File: src/rtl/ntp_pp_pkg.sv
// Shared types, constants and helper functions for the NTP packet parser.
`timescale 1ns / 1ps
`default_nettype none

package ntp_pp_pkg;

    localparam int PACKET_BYTES = 48;
    localparam int POS_W        = $clog2(PACKET_BYTES + 1);
    localparam int REF_OFFSET   = 12;
    localparam int REF_BYTES    = 4;
    localparam int TS_OFFSET    = 24;
    localparam int TS_WORDS     = 6;
    localparam int TS_IDX_W     = $clog2(TS_WORDS);
    localparam int STAMPS       = TS_WORDS / 2;

    localparam logic [2:0]  NTP_VERSION  = 3'd4;
    localparam logic [7:0]  POLL_MAX_EXP = 8'd3;
    localparam logic [29:0] NS_PER_SEC   = 30'd1000000000;
    localparam logic [63:0] NS_PER_SEC64 = 64'd1000000000;

    localparam logic [31:0] ID_AUTH = "AUTH";
    localparam logic [31:0] ID_AUTO = "AUTO";
    localparam logic [31:0] ID_CRYP = "CRYP";
    localparam logic [31:0] ID_DENY = "DENY";
    localparam logic [31:0] ID_RSTR = "RSTR";
    localparam logic [31:0] ID_NKEY = "NKEY";
    localparam logic [31:0] ID_RATE = "RATE";

    typedef enum logic [2:0] {
        STATUS_OK          = 3'd0,
        STATUS_BAD_VERSION = 3'd1,
        STATUS_KOD_DENY    = 3'd2,
        STATUS_KOD_RATE    = 3'd3,
        STATUS_KOD_UNKNOWN = 3'd4,
        STATUS_SHORT       = 3'd5
    } status_t;

    typedef struct packed {
        logic                       short_pkt;
        logic [2:0]                 version;
        logic                       stratum_zero;
        logic [7:0]                 poll_exp;
        logic [31:0]                ref_code;
        logic [TS_WORDS-1:0][31:0]  words;
    } hdr_t;

    typedef struct packed {
        status_t     status;
        logic [61:0] origin_ns;
        logic [61:0] receive_ns;
        logic [61:0] transmit_ns;
        logic [63:0] poll_ns;
    } result_t;

    function automatic status_t kod_status(input logic [31:0] id);
        status_t s;
        begin
            if (id inside {ID_AUTH, ID_AUTO, ID_CRYP, ID_DENY, ID_RSTR, ID_NKEY})
            begin
                s = STATUS_KOD_DENY;
            end
            else if (id == ID_RATE)
            begin
                s = STATUS_KOD_RATE;
            end
            else
            begin
                s = STATUS_KOD_UNKNOWN;
            end
            return s;
        end
    endfunction

    function automatic logic [63:0] poll_to_ns(input logic [7:0] raw);
        logic [8:0]  mag;
        logic [63:0] r;
        begin
            mag = 9'd256 - {1'b0, raw};
            if (!raw[7])
            begin
                if (raw >= POLL_MAX_EXP)
                begin
                    r = '1;
                end
                else
                begin
                    r = NS_PER_SEC64 << raw[1:0];
                end
            end
            else if (mag >= 9'd64)
            begin
                r = '0;
            end
            else
            begin
                r = NS_PER_SEC64 >> mag[5:0];
            end
            return r;
        end
    endfunction

endpackage

`default_nettype wire

File: src/rtl/ntp_pp_outbuf.sv
// Output register with a skid slot so the upstream ready comes from a flop.
`timescale 1ns / 1ps
`default_nettype none

module ntp_pp_outbuf (
    input  wire logic                 clk,
    input  wire logic                 rst_n,
    input  wire logic                 in_valid,
    output logic                      in_ready,
    input  wire ntp_pp_pkg::result_t  in_data,
    output logic                      out_valid,
    input  wire logic                 out_ready,
    output ntp_pp_pkg::result_t       out_data
);
    import ntp_pp_pkg::*;

    logic     out_valid_reg;
    logic     skid_valid_reg;
    result_t  out_data_reg;
    result_t  skid_data_reg;
    logic     in_fire;
    logic     out_free;

    assign in_ready = !skid_valid_reg;
    assign in_fire  = in_valid && in_ready;
    assign out_free = !out_valid_reg || out_ready;

    always_ff @(posedge clk or negedge rst_n)
    begin
        if (!rst_n)
        begin
            out_valid_reg  <= 1'b0;
            skid_valid_reg <= 1'b0;
        end
        else if (out_free)
        begin
            out_valid_reg  <= skid_valid_reg || in_fire;
            skid_valid_reg <= 1'b0;
        end
        else if (in_fire)
        begin
            skid_valid_reg <= 1'b1;
        end
    end

    always_ff @(posedge clk)
    begin
        if (out_free)
        begin
            out_data_reg <= skid_valid_reg ? skid_data_reg : in_data;
        end
        else if (in_fire)
        begin
            skid_data_reg <= in_data;
        end
    end

    assign out_valid = out_valid_reg;
    assign out_data  = out_data_reg;

endmodule

`default_nettype wire

File: config.mk
export PLATFORM = sky130hd
export DESIGN_NAME = ntp_pp_outbuf
export DESIGN_NICKNAME = d
export VERILOG_FILES = /design/src/rtl/ntp_pp_pkg.sv /design/src/rtl/ntp_pp_outbuf.sv
export SDC_FILE = /design/constraint.sdc
export NUM_CORES = 1
export LEC_CHECK = 0
export ABC_CLOCK_PERIOD_IN_PS = 76400
export BUFFER_PORTS_ARGS = -buffer_cell sky130_fd_sc_hd__clkbuf_2
export CORE_UTILIZATION = 35
export CTS_CLUSTER_DIAMETER = 150
export DETAILED_ROUTE_END_ITERATION = 16
export PLACE_DENSITY_LB_ADDON = 0.2
export SLEW_MARGIN = 20
export SYNTH_ARGS = -nofsm -noshare
export SYNTH_HDL_FRONTEND = slang
export SYNTH_SLANG_ARGS = --single-unit
File: constraint.sdc
create_clock -name clk -period 76.4 [get_ports clk]
set_clock_uncertainty 0.1 [all_clocks]
set_input_delay 3.82 -clock clk [delete_from_list [all_inputs] [get_ports clk]]
set_output_delay 3.82 -clock clk [all_outputs]
set_load 0.02 [all_outputs]
==> results of run 1 <==
==> per-layer routing <==
layer  part of all wire [%]  GRT usage (%)  vias up
li1                       -              -     4307
met1                     40          18.32     4727
met2                     47          23.25      365
met3                     11          6.668       68
met4                    1.9          4.470       12
met5                   0.19              0        -
==> power groups by stage <==
| stage | registers (mW) | clock network [mW] | logic [mW] |
|---|---|---|---|
| finish | 0.337 | 0.245 | 0.0655 |
| CTS | 0.337 | 0.254 | 0.0669 |
| global route | 0.338 | 0.264 | 0.0701 |
| detailed placement | 0.343 | 0 | 0.0666 |
| global placement | 0.342 | 0 | 0.0662 |
| floorplan | 0.367 | 0 | 0.0231 |
==> area by class of cell <==
type / instances / area, um^2 / area share [%]
sequential: 508 / 15250 / 65.47
timing repair buffer: 521 / 2645 / 11.36
antenna: 1 / 2.502 / 0.01074
multi-input combinational: 258 / 2887 / 12.39
inverter: 1 / 3.754 / 0.01612
tap: 680 / 850.8 / 3.653
clock inverter: 32 / 211.5 / 0.9079
clock buffer: 61 / 1441 / 6.189
==> cells in the final DEF (no fill, tap or decap), types with 2 or more instances in the layout <==
cell and instances:
clkinv_4 2, bufinv_16 2, nor2_1 2, clkbuf_1 4, buf_4 9, clkbuf_16 57, mux2_2 253, clkinv_1 17
clkinvlp_4 2, clkbuf_2 511, clkinv_2 7, edfxtp_1 506
==> stage by stage <==
stage | total power [mW] | area (um^2) | cells
6_report | 0.6474 | 23290 | 2062
5_1_grt | 0.6726 | 23290 | 2061
4_1_cts | 0.6575 | 23290 | 2061
3_5_place_dp | 0.4093 | 21630 | 1968
3_3_place_gp | 0.4084 | 21630 | 1968
2_1_floorplan | 0.3901 | 18430 | 795
==> final timing paths <==
check	depth (start not counted)	slack [ns]	endpoint
max	5	70.12	skid_data_reg[19]$_DFFE_PP_
max in group asynchronous	1	73.18	skid_valid_reg$_DFFE_PN0P_
min reg2reg	1	0.44	out_data[189]$_DFFE_PP_
min	1	0.44	out_data[189]$_DFFE_PP_
max reg2reg	4	73.03	skid_data_reg[19]$_DFFE_PP_
min in group asynchronous	1	2.91	out_valid$_DFFE_PN0P_
==> logic make-up after synthesis <==
group	share of synthesized area (%)
buf+inv	1.677
flops	82.73
mux	15.46
simple gates	0.1358
==> summary.md, run 1 <==
| Metric | Value |
|---|---|
| Run status | `complete, no violations` |
| Post-detailed-placement half-perimeter wirelength | `roughly 28,000 um` |
| Number of max-slew violations in the final report | `0` |
| Comb power frac | `10.1%` |
| Vias per std cell | `4.597` |
| Buf+Inv Stages, Crit Path | `3` |
| Total clock buffers created by CTS | `54` |
| Cells traversed along the worst timing path | `clkbuf_2 -> nand2b_4 -> nor3b_2 -> buf_4 -> buf_4` |
| Overflow left after global routing | `0` |
| CP Data Required Time | `76.49 ns` |
| Insertion delay to the later sink of the worst-skew pair | `just under 0.6 ns` |
| Total of hold buffers inserted after clock tree synthesis | `0` |
| TritonCTS sink count | `508` |
| Worst-case hold slack | `0.4407 ns` |
| Worst setup SP type | `input port` |
| Pin slew with the least headroom to its limit | `1.053 ns` |
| Average wire per cell in the routed design | `19.87 um` |
| Flop and latch count out of synthesis | `508` |
| Dominant cell type by area after synthesis | `edfxtp_1` |
| Total wire length | `40,970 um` |
| Setup TNS after final layout | `0 ns` |
| H-tree lvl count | `2` |
| Critical register-to-register path startpoint | `out_valid$_DFFE_PN0P_` |
| Instance count of the mapped netlist | `slightly below 800` |
| Startpoint of the tightest hold check path | `skid_data_reg[189]$_DFFE_PP_` |
| Post-synthesis cell type count | `11` |
| Clock tree from TritonCTS | `built` |
| Final setup vio count | `0` |
| Post-route worst setup slack | `70.12 ns` |
| Aggregate global-route resource usage | `14.83%` |
| Switching Share | `23.30%` |
| Final Critical Period | `between 6 and 7 ns` |
| Pre-CTS setup slack | `69.56 ns` |
| Total of warnings raised by yosys | `0` |
| HP Class | `reg -> reg` |
| Average cell area after synthesis | `23.18 um^2` |
| Worst Setup End Kind | `flip-flop` |
| Floorplan row count | `83` |
| Register area share after synthesis | `around 83%` |
| Syn Std Cell Area | `18,430 um^2` |
| Worst Path Class, Setup | `in -> reg` |
| Global-route wire length before repair | `60,130 um` |
| Overall die width | `between 200 and 250 um` |
| Number of antenna violations at the first check in global routing | `6` |
| Post-synthesis async set-or-reset flop share | `0.3937%` |
| Count of vias placed by the detailed router | `roughly 9,500` |
| Vertical extent of the die | `roughly 230 um` |
| Count of port buffers added during placement | `slightly above 500` |
| Max Clock Freq | `159.1 MHz` |
| Post-CTS sizing | `0` |
| Commonest register cell after synthesis | `edfxtp_1` |
| Nets | `1,601` |
| Number of flops mapped to enable cells by yosys | `506` |
| Number of nets with antenna violations after detailed routing | `0` |
| P_leak | `8.824 nW` |
| Clock-pin slew reported for the worst setup and hold paths after clock tree synthesis | `0.06 ns` |
| PwrDens | `27.80 nW/um^2` |
| Largest net degree at the start of global routing | `between 150 and 200` |
| Source of the critical timing path | `out_ready` |
| Cell with the most instances after synthesis | `edfxtp_1` |
| Most frequent cell on the critical path | `buf_4` |
| Core Region | `51,610 um^2` |
| Initial core utilization | `35.70%` |
| Headroom to the max-slew limit | `29.82%` |
| Relative contribution of the clock network to total power | `around 38%` |
| Net count of the mapped netlist | `around 1,100` |
| Net load switching power | `roughly 150 uW` |
| Worst-path maximum fanout | `75` |
| Vias in the first global route | `slightly below 10,000` |
| Max IR drop VDD | `0.00001951 V` |
| Floorplan die area | `53,570 um^2` |
| Maximum Capacitance Violations | `0` |
| Io pins | `just over 500` |
| Post-CTS setup buffers | `0` |
| Detailed Routing Iterations Pass 1 | `5` |
| Library cell used as clock root buffer | `clkbuf_16` |
| Cell types with the largest area share after synthesis | `edfxtp_1, mux2_2, buf_6` |
| Maximum buffer depth of the clock tree | `3` |
| Final core utilization | `roughly 45%` |
| Hold Fails Final Rpt | `0` |
| Highest cell delay on the worst timing path | `just under 0.9 ns` |
| Most common library cells after synthesis | `edfxtp_1, mux2_2, buf_6` |
| Seq pwr share | `a little over half` |
| Worst EP arrival | `6.37 ns` |
| Final worst-path cycle share | `8.226%` |
| Fraction of synthesized cell area taken by the top area cell type | `82.46%` |
| 1st-iter DRT viols | `475` |
| Cell family contributing the most delay on the critical path | `buffers and inverters` |
| Number of remaining DRC errors | `0` |
| Cell with the largest stage delay on the worst path | `buf_4` |
| Filler cell count | `~4,600` |
| Unrepaired setup endpoints after global routing | `no` |
| Share of cells above drive strength 1 | `approximately three fifths` |
| Final weighted congestion of routability-driven global placement | `~0.81` |
| Area growth syn-to-layout | `26.38%` |
| P_int | `496.5 uW` |
No activity file was read; power rests on OpenSTA's default activity.
==> inputs of run 2 (changes only) <==
- ABC_CLOCK_PERIOD_IN_PS: 76400 -> 5300
- clock period: 76.4 -> 5.3 ns (I/O delays scaled with it)
==> summary.md, run 2 (synthesis gave the netlist of run 1 again) <==
| Metric | Value |
|---|---|
| Aggregate global-route resource usage | `15.60%` |
| PwrDens | `364.5 nW/um^2` |
| Worst-path maximum fanout | `53` |
| Maximum Capacitance Violations | `0` |
| Worst Path Class, Setup | `reg -> reg` |
| Floorplan row count | `83` |
| Core Region | `51,610 um^2` |
| Vias per std cell | `4.542` |
| Met3 track demand over resource in global routing | `approximately 5.7%` |
| Post-CTS sizing | `0` |
| Post-detailed-placement half-perimeter wirelength | `around 27,000 um` |
| Total of hold buffers inserted after clock tree synthesis | `256` |
| Post-route worst setup slack | `2.570 ns` |
| Cell with the largest stage delay on the worst path | `buf_4` |
| Final instance area | `25,800 um^2` |
| Number of remaining DRC errors | `0` |
| 1st-iter DRT viols | `505` |
| TritonCTS sink count | `508` |
| Most common library cell in the layout ignoring fill and taps | `clkbuf_2` |
| Net load switching power | `2.214 mW` |
| Floorplan die area | `about 54,000 um^2` |
| Highest cell delay on the worst timing path | `0.71 ns` |
| Detailed Routing Iterations Pass 1 | `6` |
| Worst setup SP type | `flip-flop` |
| Pre-CTS setup slack | `about 2.5 ns` |
| Worst EP arrival | `2.96 ns` |
| Global-route wire length before repair | `63,960 um` |
| Average wire per cell in the routed design | `18.54 um` |
| Headroom to the max-slew limit | `28.29%` |
| P_leak | `9.851 nW` |
| Filler cell count | `approximately 4,300` |
| Total clock buffers created by CTS | `54` |
| Max IR drop VDD | `around 0.00026 V` |
| CP Data Required Time | `5.53 ns` |
| Cells traversed along the worst timing path | `buf_4 -> buf_4 -> mux2_2` |
| Io pins | `512` |
| Nets | `1,854` |
| Count of vias placed by the detailed router | `10,530` |
| Number of nets with antenna violations after detailed routing | `0` |
| Library cell used as clock root buffer | `clkbuf_16` |
| Insertion delay to the later sink of the worst-skew pair | `roughly 0.59 ns` |
| Overflow left after global routing | `0` |
| Initial core utilization | `between 30 and 40%` |
| Number of max-slew violations in the final report | `0` |
| Cell family contributing the most delay on the critical path | `buffers and inverters` |
| Sequential Area | `15,250 um^2` |
| Final core utilization | `49.98%` |
| Number of antenna violations at the first check in global routing | `5` |
| Pin slew with the least headroom to its limit | `about 1.1 ns` |
| Final Critical Period | `2.730 ns` |
| Global-route met1 utilization | `19.38%` |
| Area used by multi-input combinational logic | `2887 um^2` |
| Comb power frac | `11.8%` |
| Final setup vio count | `0` |
| Vias in the first global route | `10,890` |
| Switching Share | `a little under a quarter` |
| Total wire length | `43,000 um` |
| Largest net degree at the start of global routing | `around 150` |
| Clock-pin slew reported for the worst setup and hold paths after clock tree synthesis | `around 0.060 ns` |
| Run status | `complete, no violations` |
| Most frequent cells in the layout | `clkbuf_2, edfxtp_1, dlygate4sd3_1` |
| Share of cells above drive strength 1 | `51.47%` |
| Post-CTS setup buffers | `0` |
| Vertical extent of the die | `between 200 and 250 um` |
| P_int | `7.190 mW` |
| Max Clock Freq | `366.3 MHz` |
| Finished Layout Cells | `2,319` |
| Post-place instance area | `between 20,000 and 25,000 um^2` |
| H-tree lvl count | `2` |
| Clock tree from TritonCTS | `built` |
| Area growth syn-to-layout | `39.99%` |
| Unrepaired setup endpoints after global routing | `no` |
| Final weighted congestion of routability-driven global placement | `0.7622` |
| HP Class | `in -> reg` |
| Buf+Inv Stages, Crit Path | `2` |
| Seq pwr share | `roughly half` |
| GRT met2 Usage | `25.21%` |
| Relative contribution of the clock network to total power | `a little over a third` |
| Hold Fails Final Rpt | `0` |
| Most utilized layer in the global route result | `met2` |
| Number of placed instances with taps included | `1,965` |
| Worst Setup End Kind | `flip-flop` |
| Overall die width | `231.5 um` |
| Final worst-path cycle share | `51.52%` |
| Maximum buffer depth of the clock tree | `3` |
| Count of port buffers added during placement | `between 500 and 600` |
| Most frequent cell on the critical path | `buf_4` |
==> run 2: cell types whose count changed in the layout (fill, tap and decap cells not counted), sizes merged <==
cell	previous run	this run
clkbuf	572	581
inv	3	2
bufinv	2	1
dlygate4sd3	0	256
clkinv	26	22
buf	10	7
clkinvlp	2	1
diode	1	3
==> run 2: worst register-to-register path: cells and delay by family, from the launching register on <==
kind,cells,cell delay [ns]
buffers and inverters,2,1.38
DFF,1,0.58
muxes,1,0.43
==> run 2: final cells by class <==
| type | count | share of cell area [%] |
|---|---|---|
| clock inverters | 25 | 0.5578 |
| flip-flops and latches | 508 | 59.11 |
| repair buffers | 774 | 20.24 |
| well taps | 680 | 3.298 |
| multi-input cells | 258 | 11.19 |
| diodes | 3 | 0.02910 |
| inverters | 1 | 0.01455 |
| clock buffers | 70 | 5.553 |
==> run 2: worst paths after layout <==
path                                                   start                            to  slack (ns)  depth (start not counted)
worst max-delay path              skid_valid_reg$_DFFE_PN0P_       out_data[189]$_DFFE_PP_        2.57                          3
worst min-delay path                            in_data[224]  skid_data_reg[224]$_DFFE_PP_        0.31                          2
worst max register to register    skid_valid_reg$_DFFE_PN0P_       out_data[189]$_DFFE_PP_        2.57                          3
worst min register to register  skid_data_reg[116]$_DFFE_PP_       out_data[116]$_DFFE_PP_        0.44                          1
max in group asynchronous                              rst_n    skid_valid_reg$_DFFE_PN0P_        4.51                          3
min in group asynchronous                              rst_n         out_valid$_DFFE_PN0P_        0.44                          3
==> run 2: power groups by stage <==
stage,Clock [mW],Sequential [mW],Combinational (mW)
floorplan,0,5.23,0.334
global placement,0,4.93,0.964
detailed placement,0,4.93,0.972
CTS,3.57,4.85,1.13
global route,3.71,4.87,1.19
finish,3.44,4.85,1.11
==> run 2: per-layer routing <==
layer	wire (um)	vias up
li1	-	4826
met1	17600	5251
met2	20460	380
met3	3953	70
met4	945	6
met5	35	-
==> run 2: metrics by stage <==
| step | hold slack, ns | total power [mW] | TNS [ns] |
|---|---|---|---|
| after global placement | -0.04119 | 5.892 | 0 |
| final | 0.3080 | 9.404 | 0 |
| after detailed placement | -0.04237 | 5.904 | 0 |
| after CTS | 0.2441 | 9.556 | 0 |
| after floorplan | -0.1306 | 5.569 | -4200.38 |
| after global routing | 0.2740 | 9.778 | 0 |
