## config.mk

```make
export PLATFORM = sky130hd
export DESIGN_NAME = ntp_pp_capture
export DESIGN_NICKNAME = d
export VERILOG_FILES = /design/src/rtl/ntp_pp_pkg.sv /design/src/rtl/ntp_pp_capture.sv
export SDC_FILE = /design/constraint.sdc
export NUM_CORES = 1
export LEC_CHECK = 0
export ABC_CLOCK_PERIOD_IN_PS = 3100
export BUFFER_PORTS_ARGS = -buffer_cell sky130_fd_sc_hd__buf_2
export CAP_MARGIN = 40
export CORE_MARGIN = 3
export CORE_UTILIZATION = 52
export CTS_CLUSTER_DIAMETER = 150
export DETAILED_ROUTE_END_ITERATION = 10
export GPL_ROUTABILITY_DRIVEN = 0
export PLACE_DENSITY = 0.79
export SKIP_CTS_REPAIR_TIMING = 1
export SLEW_MARGIN = 5
export SYNTH_ARGS = -nofsm -noshare
export SYNTH_HDL_FRONTEND = slang
export SYNTH_SLANG_ARGS = --single-unit
export TNS_END_PERCENT = 50
```

## constraint.sdc

```tcl
create_clock -name clk -period 3.1 [get_ports clk]
set_input_delay 0.31 -clock clk [delete_from_list [all_inputs] [get_ports clk]]
set_output_delay 0.31 -clock clk [all_outputs]
set_load 0.02 [all_outputs]
```

## src/rtl/ntp_pp_pkg.sv

```systemverilog
// Shared types, constants and helper functions for the NTP packet parser.
`timescale 1ns / 1ps
`default_nettype none

package ntp_pp_pkg;

    localparam int PACKET_BYTES = 48;
    localparam int POS_W        = $clog2(PACKET_BYTES + 1);
    localparam int REF_OFFSET   = 12;
    localparam int REF_BYTES    = 4;
    localparam int TS_OFFSET    = 24;
    localparam int TS_WORDS     = 6;
    localparam int TS_IDX_W     = $clog2(TS_WORDS);
    localparam int STAMPS       = TS_WORDS / 2;

    localparam logic [2:0]  NTP_VERSION  = 3'd4;
    localparam logic [7:0]  POLL_MAX_EXP = 8'd3;
    localparam logic [29:0] NS_PER_SEC   = 30'd1000000000;
    localparam logic [63:0] NS_PER_SEC64 = 64'd1000000000;

    localparam logic [31:0] ID_AUTH = "AUTH";
    localparam logic [31:0] ID_AUTO = "AUTO";
    localparam logic [31:0] ID_CRYP = "CRYP";
    localparam logic [31:0] ID_DENY = "DENY";
    localparam logic [31:0] ID_RSTR = "RSTR";
    localparam logic [31:0] ID_NKEY = "NKEY";
    localparam logic [31:0] ID_RATE = "RATE";

    typedef enum logic [2:0] {
        STATUS_OK          = 3'd0,
        STATUS_BAD_VERSION = 3'd1,
        STATUS_KOD_DENY    = 3'd2,
        STATUS_KOD_RATE    = 3'd3,
        STATUS_KOD_UNKNOWN = 3'd4,
        STATUS_SHORT       = 3'd5
    } status_t;

    typedef struct packed {
        logic                       short_pkt;
        logic [2:0]                 version;
        logic                       stratum_zero;
        logic [7:0]                 poll_exp;
        logic [31:0]                ref_code;
        logic [TS_WORDS-1:0][31:0]  words;
    } hdr_t;

    typedef struct packed {
        status_t     status;
        logic [61:0] origin_ns;
        logic [61:0] receive_ns;
        logic [61:0] transmit_ns;
        logic [63:0] poll_ns;
    } result_t;

    function automatic status_t kod_status(input logic [31:0] id);
        status_t s;
        begin
            if (id inside {ID_AUTH, ID_AUTO, ID_CRYP, ID_DENY, ID_RSTR, ID_NKEY})
            begin
                s = STATUS_KOD_DENY;
            end
            else if (id == ID_RATE)
            begin
                s = STATUS_KOD_RATE;
            end
            else
            begin
                s = STATUS_KOD_UNKNOWN;
            end
            return s;
        end
    endfunction

    function automatic logic [63:0] poll_to_ns(input logic [7:0] raw);
        logic [8:0]  mag;
        logic [63:0] r;
        begin
            mag = 9'd256 - {1'b0, raw};
            if (!raw[7])
            begin
                if (raw >= POLL_MAX_EXP)
                begin
                    r = '1;
                end
                else
                begin
                    r = NS_PER_SEC64 << raw[1:0];
                end
            end
            else if (mag >= 9'd64)
            begin
                r = '0;
            end
            else
            begin
                r = NS_PER_SEC64 >> mag[5:0];
            end
            return r;
        end
    endfunction

endpackage

`default_nettype wire

```

## src/rtl/ntp_pp_capture.sv

```systemverilog
// Byte counter and header capture registers for the NTP packet parser.
`timescale 1ns / 1ps
`default_nettype none

module ntp_pp_capture (
    input  wire logic              clk,
    input  wire logic              rst_n,
    input  wire logic              in_valid,
    output logic                   in_ready,
    input  wire logic [7:0]        in_byte,
    input  wire logic              in_last,
    output logic                   done_valid,
    input  wire logic              done_ready,
    output ntp_pp_pkg::hdr_t       hdr
);
    import ntp_pp_pkg::*;

    logic [POS_W-1:0]               pos_reg,      pos_next;
    logic [2:0]                     version_reg,  version_next;
    logic                           stratum_reg,  stratum_next;
    logic [7:0]                     poll_reg,     poll_next;
    logic [31:0]                    ref_reg,      ref_next;
    logic [TS_WORDS-1:0][31:0]      words_reg,    words_next;
    logic                           done_reg,     done_next;
    logic                           short_reg,    short_next;

    logic                           accept;
    logic                           in_range;
    logic [POS_W-1:0]               pos_after;
    logic [POS_W-1:0]               ts_rel;
    logic [TS_IDX_W-1:0]            widx;

    assign in_ready = !done_reg || done_ready;
    assign accept   = in_valid && in_ready;
    assign in_range = pos_reg < POS_W'(PACKET_BYTES);
    assign pos_after = in_range ? pos_reg + POS_W'(1) : pos_reg;
    assign ts_rel   = pos_reg - POS_W'(TS_OFFSET);
    assign widx     = TS_IDX_W'(ts_rel >> 2);

    always_comb
    begin
        pos_next     = pos_reg;
        version_next = version_reg;
        stratum_next = stratum_reg;
        poll_next    = poll_reg;
        ref_next     = ref_reg;
        words_next   = words_reg;
        short_next   = short_reg;
        done_next    = done_ready ? 1'b0 : done_reg;
        if (accept)
        begin
            if (in_range)
            begin
                if (pos_reg == POS_W'(0))
                begin
                    version_next = in_byte[5:3];
                end
                else if (pos_reg == POS_W'(1))
                begin
                    stratum_next = (in_byte == 8'd0);
                end
                else if (pos_reg == POS_W'(2))
                begin
                    poll_next = in_byte;
                end
                else if (pos_reg >= POS_W'(REF_OFFSET) &&
                         pos_reg < POS_W'(REF_OFFSET + REF_BYTES))
                begin
                    ref_next = {ref_reg[23:0], in_byte};
                end
                else if (pos_reg >= POS_W'(TS_OFFSET))
                begin
                    words_next[widx] = {words_reg[widx][23:0], in_byte};
                end
            end
            if (in_last)
            begin
                pos_next   = '0;
                done_next  = 1'b1;
                short_next = pos_after < POS_W'(PACKET_BYTES);
            end
            else
            begin
                pos_next = pos_after;
            end
        end
    end

    always_ff @(posedge clk or negedge rst_n)
    begin
        if (!rst_n)
        begin
            pos_reg     <= '0;
            version_reg <= '0;
            stratum_reg <= 1'b0;
            poll_reg    <= '0;
            ref_reg     <= '0;
            done_reg    <= 1'b0;
            short_reg   <= 1'b0;
        end
        else
        begin
            pos_reg     <= pos_next;
            version_reg <= version_next;
            stratum_reg <= stratum_next;
            poll_reg    <= poll_next;
            ref_reg     <= ref_next;
            done_reg    <= done_next;
            short_reg   <= short_next;
        end
    end

    always_ff @(posedge clk)
    begin
        words_reg <= words_next;
    end

    assign done_valid       = done_reg;
    assign hdr.short_pkt    = short_reg;
    assign hdr.version      = version_reg;
    assign hdr.stratum_zero = stratum_reg;
    assign hdr.poll_exp     = poll_reg;
    assign hdr.ref_code     = ref_reg;
    assign hdr.words        = words_reg;

endmodule

`default_nettype wire

```

==> results.sh, run 1 <==
export IMPL_numCtsBuffers=25
export IMPL_cts_tree="done"
export IMPL_total_power_uw=6980
export IMPL_die_area_sq_um=19400
export IMPL_worstPathArrival_ns=3.09
export IMPL_hold_violations=0
export IMPL_path_clk_slew_ns=0.06
export IMPL_die_h_microns=139
export IMPL_fin_tns_setup_ns=0
export IMPL_cp_required_ns=3.31
export IMPL_cp_max_fo=23
export IMPL_grt_start_max_net_pins=36
export IMPL_ys_ff_latch=244
export IMPL_ios=252
export IMPL_critPathLaunchType="flip-flop"
export IMPL_min_path_type="in2reg"
export IMPL_post_route_drc_count=0
export IMPL_slowest_stage="dfrtp_1"
export IMPL_rsz0062_at_grt="false"
export IMPL_grt_pass1_vias=5856
export IMPL_port_buffers=251
export IMPL_mappedNetlistNets=500
export IMPL_outcome="completed"
export IMPL_start_util_pct=53.3
export IMPL_post_route_util_pct=67.1
export IMPL_seq_area_frac_synth_pct=76.7
export IMPL_largest_reg_flops=192
export IMPL_worst_pin_slew_ns=0.657
export IMPL_num_rows=48
export IMPL_setup_viol_count_final=0
export IMPL_synth_area_per_cell_sq_um=19.2
export IMPL_nFillCells=1205
export IMPL_grt_util_all_layers_pct=23.5
export IMPL_period_share_pct=93.1
export IMPL_routed_wl_microns=23000
export IMPL_fmax_mhz=347
export IMPL_routedWlPerCell_microns=23.0
export IMPL_maxSlewHeadroom_pct=56.2
export IMPL_critPathKind="reg2reg"
export IMPL_first_pass_iters=4
export IMPL_clock_sinks=244
export IMPL_path_cells="inv_1 > ha_1 > nor4b_1 > nor4_1 > nor4bb_1 > and2_2 > buf_12"
export IMPL_clk_latency_ns=0.51
export IMPL_antenna_found_initial=0
export IMPL_grt_pass1_wl_microns=35400
export IMPL_avgViaCountPerCell=5.58
export IMPL_dp_cells=950
export IMPL_ir_drop_mv=0.431
export IMPL_drt_antenna_violating_nets=0
export IMPL_num_vias=5559
export IMPL_p_per_area_nw_per_um2=601
export IMPL_nNetsFinal=773
export IMPL_core_area_sq_um=17300
export IMPL_fin_crit_ns=2.88
export IMPL_drt_iter0_markers=357
export IMPL_place_hpwl_microns=15900
export IMPL_diodes=0
export IMPL_layout_drive_gt1_share_pct=50.0
export IMPL_cts_max_level=1
export IMPL_layout_cells_non_filler=997
export IMPL_root_buffer="clkbuf_16"
export IMPL_globalRouteOverflowTotal=0
export IMPL_drv_slew=0
export IMPL_slowest_delay_ns=0.51
export IMPL_skew_ns=0.0124
export IMPL_ys_types=36
export IMPL_critPathCaptureType="flip-flop"
export IMPL_maxCapViolations=0
export IMPL_die_w_microns=139
export IMPL_cts_path_max_buffers=3
export IMPL_yosysWarnings=0
export IMPL_synth_area_sq_um=9220
export IMPL_syn_inst=480
export IMPL_syn2layout_area_growth_pct=25.9
export IMPL_p_leak_uw=0.00476
-- layout make-up --
cell class                 instances  area [sq um]  area share (%)
multi-input combinational        181          1930            16.6
tap                              225           282            2.43
inverter                          32           120            1.03
clock inverter                    11          68.8           0.593
sequential                       244          7070            60.9
timing repair buffer             269          1440            12.4
clock buffer                      35           693            5.97
-- stage by stage --
stage | hold slack (ns) | cell area [sq um] | worst slack, ns
6_report | 0.0750 | 11600 | 0.215
5_1_grt | 0.0900 | 11600 | 0.0421
2_1_floorplan | 0.0144 | 9220 | 0.315
3_5_place_dp | 0.372 | 10800 | 0.260
4_1_cts | -0.164 | 11600 | 0.255
3_3_place_gp | 0.376 | 10800 | 0.455
-- placed cells by master, fill, tap and decap left out, types with 2 or more instances in the layout --
cell type    n
buf_2      251
edfxtp_1   192
dfrtp_1     50
mux2_2      37
inv_1       32
mux2i_1     25
clkbuf_16   25
mux4_2      24
o22ai_1     24
buf_4       13
nand2_1      8
mux2_4       8
nor2_1       7
o21ai_0      7
ha_1         7
clkbuf_1     7
clkinv_2     6
nor4_1       5
a21oi_1      4
buf_12       4
and2_2       3
and4_2       3
nand4_1      3
clkbuf_8     3
inv_6        2
clkinv_4     2
-- path summary, 6_finish.rpt --
kind | start | end | slack, ns | depth (start not counted)
worst max-delay path | pos_reg[0] | hdr[71] | 0.22 | 7
worst min-delay path | in_valid | done_valid | 0.08 | 3
worst max register to register | pos_reg[0] | hdr[71] | 0.22 | 7
worst min register to register | ref_reg[25] | ref_reg[25] | 0.51 | 1
max in group asynchronous | rst_n | ref_reg[27] | 1.99 | 3
min in group asynchronous | rst_n | pos_reg[4] | 0.36 | 2
-- cells by family after synthesis --
kind of cell | after synthesis | synth area share [%]
buf+inv | 55 | 2.52
fa+ha+maj | 7 | 0.950
flops | 244 | 76.7
mux | 94 | 14.4
simple gates | 39 | 2.70
compound gates | 41 | 2.77
-- critical path, delay by kind of cell (launching register included) --
kind	cells	cell delay (ns)
simple gates	4	1.45
flops	1	0.51
buf+inv	2	0.36
fa+ha+maj	1	0.26
-- power by group --
part | internal, uW | switching (uW) | total, uW
combinational | 230 | 312 | 541
clock | 1570 | 1190 | 2760
sequential | 3620 | 56.3 | 3680
total | 5420 | 1560 | 6980
-- Yosys cell counts --
library cell	n	share of area, %
a21oi_1	4	0.22
inv_1	32	1.3
mux4_2	24	5.9
o41ai_1	1	0.095
nor4b_1	1	0.095
nand3_4	1	0.19
mux2_4	8	1.3
nand4_1	3	0.20
o21ai_0	7	0.38
dfrtp_1	52	14
edfxtp_1	192	63
buf_6	1	0.12
a41oi_1	1	0.095
buf_1	2	0.081
mux2_2	37	4.5
o21a_1	1	0.081
mux2i_1	25	2.7
buf_2	9	0.49
o22ai_1	24	1.6
and2_1	4	0.27
a21o_1	1	0.081
or4_4	1	0.12
ha_1	7	0.95
clkbuf_1	9	0.37
nor4bb_1	1	0.11
a22o_1	1	0.095
nor2b_1	1	0.068
nor3_4	1	0.18
nand3b_1	1	0.081
buf_4	2	0.16
nand2_1	8	0.33
nor2_1	7	0.29
and4_1	4	0.38
nand3_1	1	0.054
nor4_1	5	0.34
a311oi_1	1	0.095
-- metal layers --
layer | up-vias | track usage [%] | share of wire [%]
met4 | 0 | 4.63 | 1.5
li1 | 2408 | - | -
met1 | 2818 | 30.4 | 38
met5 | - | 0 | 0
met2 | 297 | 40.3 | 50
met3 | 36 | 6.72 | 9.7
Note: power is estimated with default switching activity, not from simulation.
==> inputs of run 2 (changes only) <==
- CORE_UTILIZATION: 52 -> 45
- PLACE_DENSITY: 0.79 -> 0.7
==> run 2 against run 1 <==
Net effect: first-iteration DRC count down 2.0%; hold slack better by 0.0013 ns; sequential power about the same; combinational power about the same; flip-flop and latch count unchanged; power about the same; global-route usage down 3.2 points; design area up 0.61%; core utilization down 8.1 points; critical endpoint is now hdr[137]; largest power group unchanged.
==> results.sh, run 2 (synthesized netlist as in run 1, its figures left out) <==
export IMPL_cts_path_max_buffers=3
export IMPL_grt_pass1_wl_microns=34400
export IMPL_clk_latency_ns=0.51
export IMPL_routedWlPerCell_microns=22.1
export IMPL_place_area_sq_um=10900
export IMPL_die_h_microns=149
export IMPL_fin_tns_setup_ns=0
export IMPL_num_rows=51
export IMPL_first_pass_iters=4
export IMPL_cts_max_level=1
export IMPL_clock_sinks=244
export IMPL_post_route_util_pct=59.0
export IMPL_critPathCaptureType="flip-flop"
export IMPL_p_leak_uw=0.00476
export IMPL_syn2layout_area_growth_pct=26.7
export IMPL_die_area_sq_um=22200
export IMPL_hold_violations=0
export IMPL_largest_reg_flops=192
export IMPL_fmax_mhz=371
export IMPL_routed_wl_microns=22900
export IMPL_power_internal_uw=5470
export IMPL_ios=252
export IMPL_total_power_uw=6980
export IMPL_grt_start_max_net_pins=41
export IMPL_diodes=0
export IMPL_drt_iter0_markers=350
export IMPL_final_cell_mix="buf_2, edfxtp_1, dfrtp_1, mux2_2, inv_1"
export IMPL_period_share_pct=87.0
export IMPL_cp_max_fo=27
export IMPL_rsz0062_at_grt="false"
export IMPL_cts_tree="done"
export IMPL_min_path_type="in2reg"
export IMPL_critPathKind="reg2reg"
export IMPL_p_clk_share_pct=39.6
export IMPL_start_util_pct=46.6
export IMPL_globalRouteOverflowTotal=0
export IMPL_p_switching_uw=1510
export IMPL_avgViaCountPerCell=5.31
export IMPL_outcome="completed"
export IMPL_drt_antenna_violating_nets=0
export IMPL_dp_cells=989
export IMPL_maxCapViolations=0
export IMPL_sw_frac_of_total_pct=21.7
export IMPL_reg2reg_from="pos_reg[0]"
export IMPL_nNetsFinal=772
export IMPL_worstPathArrival_ns=2.90
export IMPL_post_route_drc_count=0
export IMPL_critPathLaunchType="flip-flop"
export IMPL_pwr_share_comb_pct=7.7
export IMPL_p_per_area_nw_per_um2=598
export IMPL_layout_cells_non_filler=1036
export IMPL_die_w_microns=149
export IMPL_grt_util_all_layers_pct=20.3
export IMPL_num_vias=5500
export IMPL_ir_drop_mv=0.358
export IMPL_drv_slew=0
export IMPL_r2r_cells=7
export IMPL_final_common_cell="buf_2"
export IMPL_hold_path_startpoint="in_valid"
export IMPL_skew_ns=0.0143
export IMPL_root_buffer="clkbuf_16"
export IMPL_grt_pass1_vias=5666
export IMPL_r2r_slack_ns=0.40
export IMPL_design_area_sq_um=11700
export IMPL_path_clk_slew_ns=0.06
export IMPL_holdPathEnd="done_valid"
export IMPL_maxSlewHeadroom_pct=53.2
export IMPL_place_hpwl_microns=16000
export IMPL_numCtsBuffers=25
export IMPL_hold_path_depth=3
export IMPL_port_buffers=251
export IMPL_nFillCells=1551
export IMPL_cp_required_ns=3.30
export IMPL_power_frac_seq_pct=52.6
export IMPL_layout_drive_gt1_share_pct=49.4
export IMPL_setup_viol_count_final=0
export IMPL_timing_rr_end="hdr[137]"
export IMPL_antenna_found_initial=0
export IMPL_core_area_sq_um=19800
export IMPL_fin_crit_ns=2.70
export IMPL_worst_pin_slew_ns=0.703
## run 2: worst max-delay path by stage
stage	from	end	slack, ns	depth (start not counted)
final	pos_reg[0]	hdr[137]	0.40	7
after global placement	pos_reg[0]	hdr[152]	0.55	7
after global routing	pos_reg[0]	hdr[141]	0.23	7
after floorplan	pos_reg[0]	hdr[128]	0.32	6
after CTS	pos_reg[0]	hdr[137]	0.42	7
after detailed placement	pos_reg[0]	hdr[156]	0.43	7
## run 2: layout make-up
class	count	area, sq um	area share, %
flip-flops and latches	244	7070	60.6
multi-input cells	181	1930	16.5
repair buffers	268	1460	12.5
clock buffers	34	679	5.82
well taps	265	332	2.84
inverters	32	120	1.03
clock inverters	12	86.3	0.739
## run 2: power groups by stage
stage,clock [uW],sequential [uW],combinational [uW]
floorplan,0,3810,293
global placement,0,3730,536
detailed placement,0,3730,548
CTS,2840,3670,549
global route,2990,3680,587
finish,2770,3670,540
## run 2: worst max-delay path, cell delays in order, from the launching register on
cell,delay [ns]
dfrtp_1,0.48
inv_1,0.11
ha_1,0.25
nor4b_1,0.15
nor4_1,0.46
nor4bb_1,0.37
and2_2,0.32
buf_12,0.23
## run 2: routing by layer
layer / GRT usage, % / wire (microns) / up-vias
li1: - / - / 2411
met1: 25.4 / 8480 / 2756
met2: 35.1 / 11400 / 300
met3: 6.11 / 2520 / 33
met4: 4.90 / 452 / 0
met5: 0 / 0 / -
## run 2: stage by stage
step                setup slack [ns]  hold WS (ns)
floorplan                      0.315        0.0144
finish                         0.403        0.0763
global placement               0.550         0.215
CTS                            0.420        -0.322
global route                   0.230        0.0818
detailed placement             0.434         0.219
==> inputs of run 3 (changes only) <==
- ABC_AREA: default -> 1
==> run 3 against run 2 <==
Net effect: synthesized cell count rose by 61%; die area rose by 4.4%; clock power is 1% higher; combinational power is 22% lower; clock skew shrank 0.0023 ns; flip-flop and latch count unchanged; clock-buffer cell count is 3 lower; final cell count grew 27%; hold slack better by 0.042 ns; critical path depth fell by 1; via count increased by 24%; largest cell class unchanged.
==> results.sh, run 3 <==
export IMPL_sw_frac_of_total_pct=22.1
export IMPL_routedWlPerCell_microns=19.4
export IMPL_synthArstFlopShare_pct=21.3
export IMPL_slowest_delay_ns=0.57
export IMPL_largest_reg_flops=192
export IMPL_timing_rr_end="hdr[130]"
export IMPL_worst_pin_slew_ns=0.786
export IMPL_grt_pass1_vias=6666
export IMPL_period_share_pct=78.1
export IMPL_rsz0062_at_grt="false"
export IMPL_fmax_mhz=413
export IMPL_worstPathArrival_ns=2.62
export IMPL_diodes=0
export IMPL_drv_slew=0
export IMPL_hold_path_startpoint="done_ready"
export IMPL_crit_family="simple AND/OR/NAND/NOR gates"
export IMPL_syn2layout_area_growth_pct=24.8
export IMPL_slowest_stage="dfrtp_2"
export IMPL_p_switching_uw=1520
export IMPL_cp_max_fo=25
export IMPL_cts_tree="done"
export IMPL_p_clk_share_pct=40.9
export IMPL_drt_antenna_violating_nets=0
export IMPL_synth_top_area_share_pct=59.8
export IMPL_first_pass_iters=5
export IMPL_ys_ff_latch=244
export IMPL_postSynth_topFlopCell="edfxtp_1"
export IMPL_power_frac_seq_pct=53.0
export IMPL_die_w_microns=152
export IMPL_synth_most_common_cell="edfxtp_1"
export IMPL_clock_sinks=244
export IMPL_syn_inst=771
export IMPL_holdPathEnd="done_valid"
export IMPL_critPathLaunchType="flip-flop"
export IMPL_fin_tns_setup_ns=0
export IMPL_ys_types=27
export IMPL_path_cells="ha_1 > nand3_1 > a21oi_1 > nand2_1 > nor2_4 > buf_12"
export IMPL_critPathKind="reg2reg"
export IMPL_cp_buffers_inverters=1
export IMPL_post_route_drc_count=0
export IMPL_dr_wl_met2_microns=12100
export IMPL_yosys_top_cells_area="edfxtp_1, dfrtp_1, nor2_1"
export IMPL_globalRouteOverflowTotal=0
export IMPL_min_path_type="in2reg"
export IMPL_reg2reg_from="pos_reg[3]"
export IMPL_maxSlewHeadroom_pct=47.6
export IMPL_power_internal_uw=5350
export IMPL_seq_area_frac_synth_pct=73.3
export IMPL_num_rows=52
export IMPL_synth_area_per_cell_sq_um=12.5
export IMPL_final_common_cell="buf_2"
export IMPL_r2r_cells=6
export IMPL_grt_start_max_net_pins=80
export IMPL_outcome="completed"
export IMPL_final_cell_mix="buf_2, edfxtp_1, nor2_1, nand2_1, o21ai_0"
export IMPL_die_h_microns=152
export IMPL_layout_drive_gt1_share_pct=34.6
export IMPL_place_hpwl_microns=17200
export IMPL_critPathCaptureType="flip-flop"
export IMPL_fin_hold_ws_ns=0.118
export IMPL_avgViaCountPerCell=5.18
export IMPL_mappedNetlistNets=791
export IMPL_total_power_uw=6870
export IMPL_r2r_slack_ns=0.68
export IMPL_root_buffer="clkbuf_16"
export IMPL_synth_common_cells="edfxtp_1, nor2_1, nand2_1"
export IMPL_numCtsBuffers=25
export IMPL_synth_top_area_cell="edfxtp_1"
export IMPL_cts_path_max_buffers=3
export IMPL_nNetsFinal=1053
export IMPL_ir_drop_mv=0.522
export IMPL_synth_edff_count=192
export IMPL_start_util_pct=46.7
export IMPL_grt_util_all_layers_pct=21.4
export IMPL_port_buffers=251
export IMPL_p_leak_uw=0.00500
export IMPL_grt_pass1_wl_microns=39200
export IMPL_wl_met3_microns=2560
export IMPL_drt_iter0_markers=492
export IMPL_yosysWarnings=0
export IMPL_post_route_util_pct=58.3
export IMPL_pwr_share_comb_pct=6.1
export IMPL_p_per_area_nw_per_um2=571
export IMPL_ios=252
export IMPL_synth_area_sq_um=9640
export IMPL_maxCapViolations=0
export IMPL_clk_latency_ns=0.51
export IMPL_die_area_sq_um=23200
export IMPL_cts_max_level=1
export IMPL_routed_wl_microns=25600
export IMPL_core_area_sq_um=20600
export IMPL_num_vias=6844
export IMPL_m1WireLength_microns=10300
export IMPL_top_layer_used="met4"
export IMPL_setup_viol_count_final=0
export IMPL_antenna_found_initial=0
export IMPL_fin_crit_ns=2.42
export IMPL_hold_path_depth=4
export IMPL_path_clk_slew_ns=0.06
export IMPL_skew_ns=0.0121
export IMPL_hold_violations=0
export IMPL_cp_required_ns=3.30
==> run 3: area by class of cell <==
cell class / instances / area, sq um
Clock buffer: 31 / 648
Clock inverter: 13 / 109
Fill cell: 1659 / 8600
Inverter: 46 / 174
Multi-Input combinational cell: 446 / 2230
Sequential cell: 244 / 7070
Tap cell: 270 / 338
Timing Repair Buffer: 270 / 1460
==> run 3: stage by stage <==
| step | worst slack (ns) | std cells | instance area, sq um |
|---|---|---|---|
| 6_report | 0.678 | 1320 | 12000 |
| 5_1_grt | 0.537 | 1320 | 12000 |
| 4_1_cts | 0.697 | 1319 | 12000 |
| 3_5_place_dp | 0.715 | 1275 | 11300 |
| 3_3_place_gp | 0.761 | 1273 | 11200 |
| 2_1_floorplan | 0.197 | 771 | 9640 |
==> run 3: how the worst max path moves through the flow <==
stage,startpoint,endpoint,cells after the start
after floorplan,pos_reg[0],hdr[0],7
after global placement,pos_reg[0],hdr[157],8
after detailed placement,pos_reg[0],hdr[159],8
after CTS,pos_reg[3],hdr[149],6
after global routing,pos_reg[3],hdr[129],6
final,pos_reg[3],hdr[130],6
==> run 3: worst reg2reg max path, cell delays in order, from the launching register on <==
cell and delay [ns]:
dfrtp_2 0.57, ha_1 0.31, nand3_1 0.10, a21oi_1 0.12
nand2_1 0.34, nor2_4 0.41, buf_12 0.26
==> run 3: logic make-up after synthesis <==
family                   Yosys count  synth area share, %
XOR/XNOR                           2                0.182
AO/OA/AOI/OAI                    141                 8.64
buffers and inverters             81                 4.02
flip-flops                       244                 73.3
AND/OR/NAND/NOR                  296                 12.9
adder cells (fa/ha/maj)            7                0.909
==> run 3: routing by layer <==
layer  up-vias  GRT usage [%]
li1       3161              -
met1      3262           29.7
met2       371           34.4
met3        50           4.32
met4         0           6.81
met5         -              0
==> run 3: power groups by stage <==
stage          combinational [uW]  clock [uW]  sequential [uW]
3_5_place_dp                  418           0             3700
5_1_grt                       466        2990             3650
4_1_cts                       420        2850             3640
2_1_floorplan                 191           0             3770
3_3_place_gp                  409           0             3710
6_report                      419        2810             3640
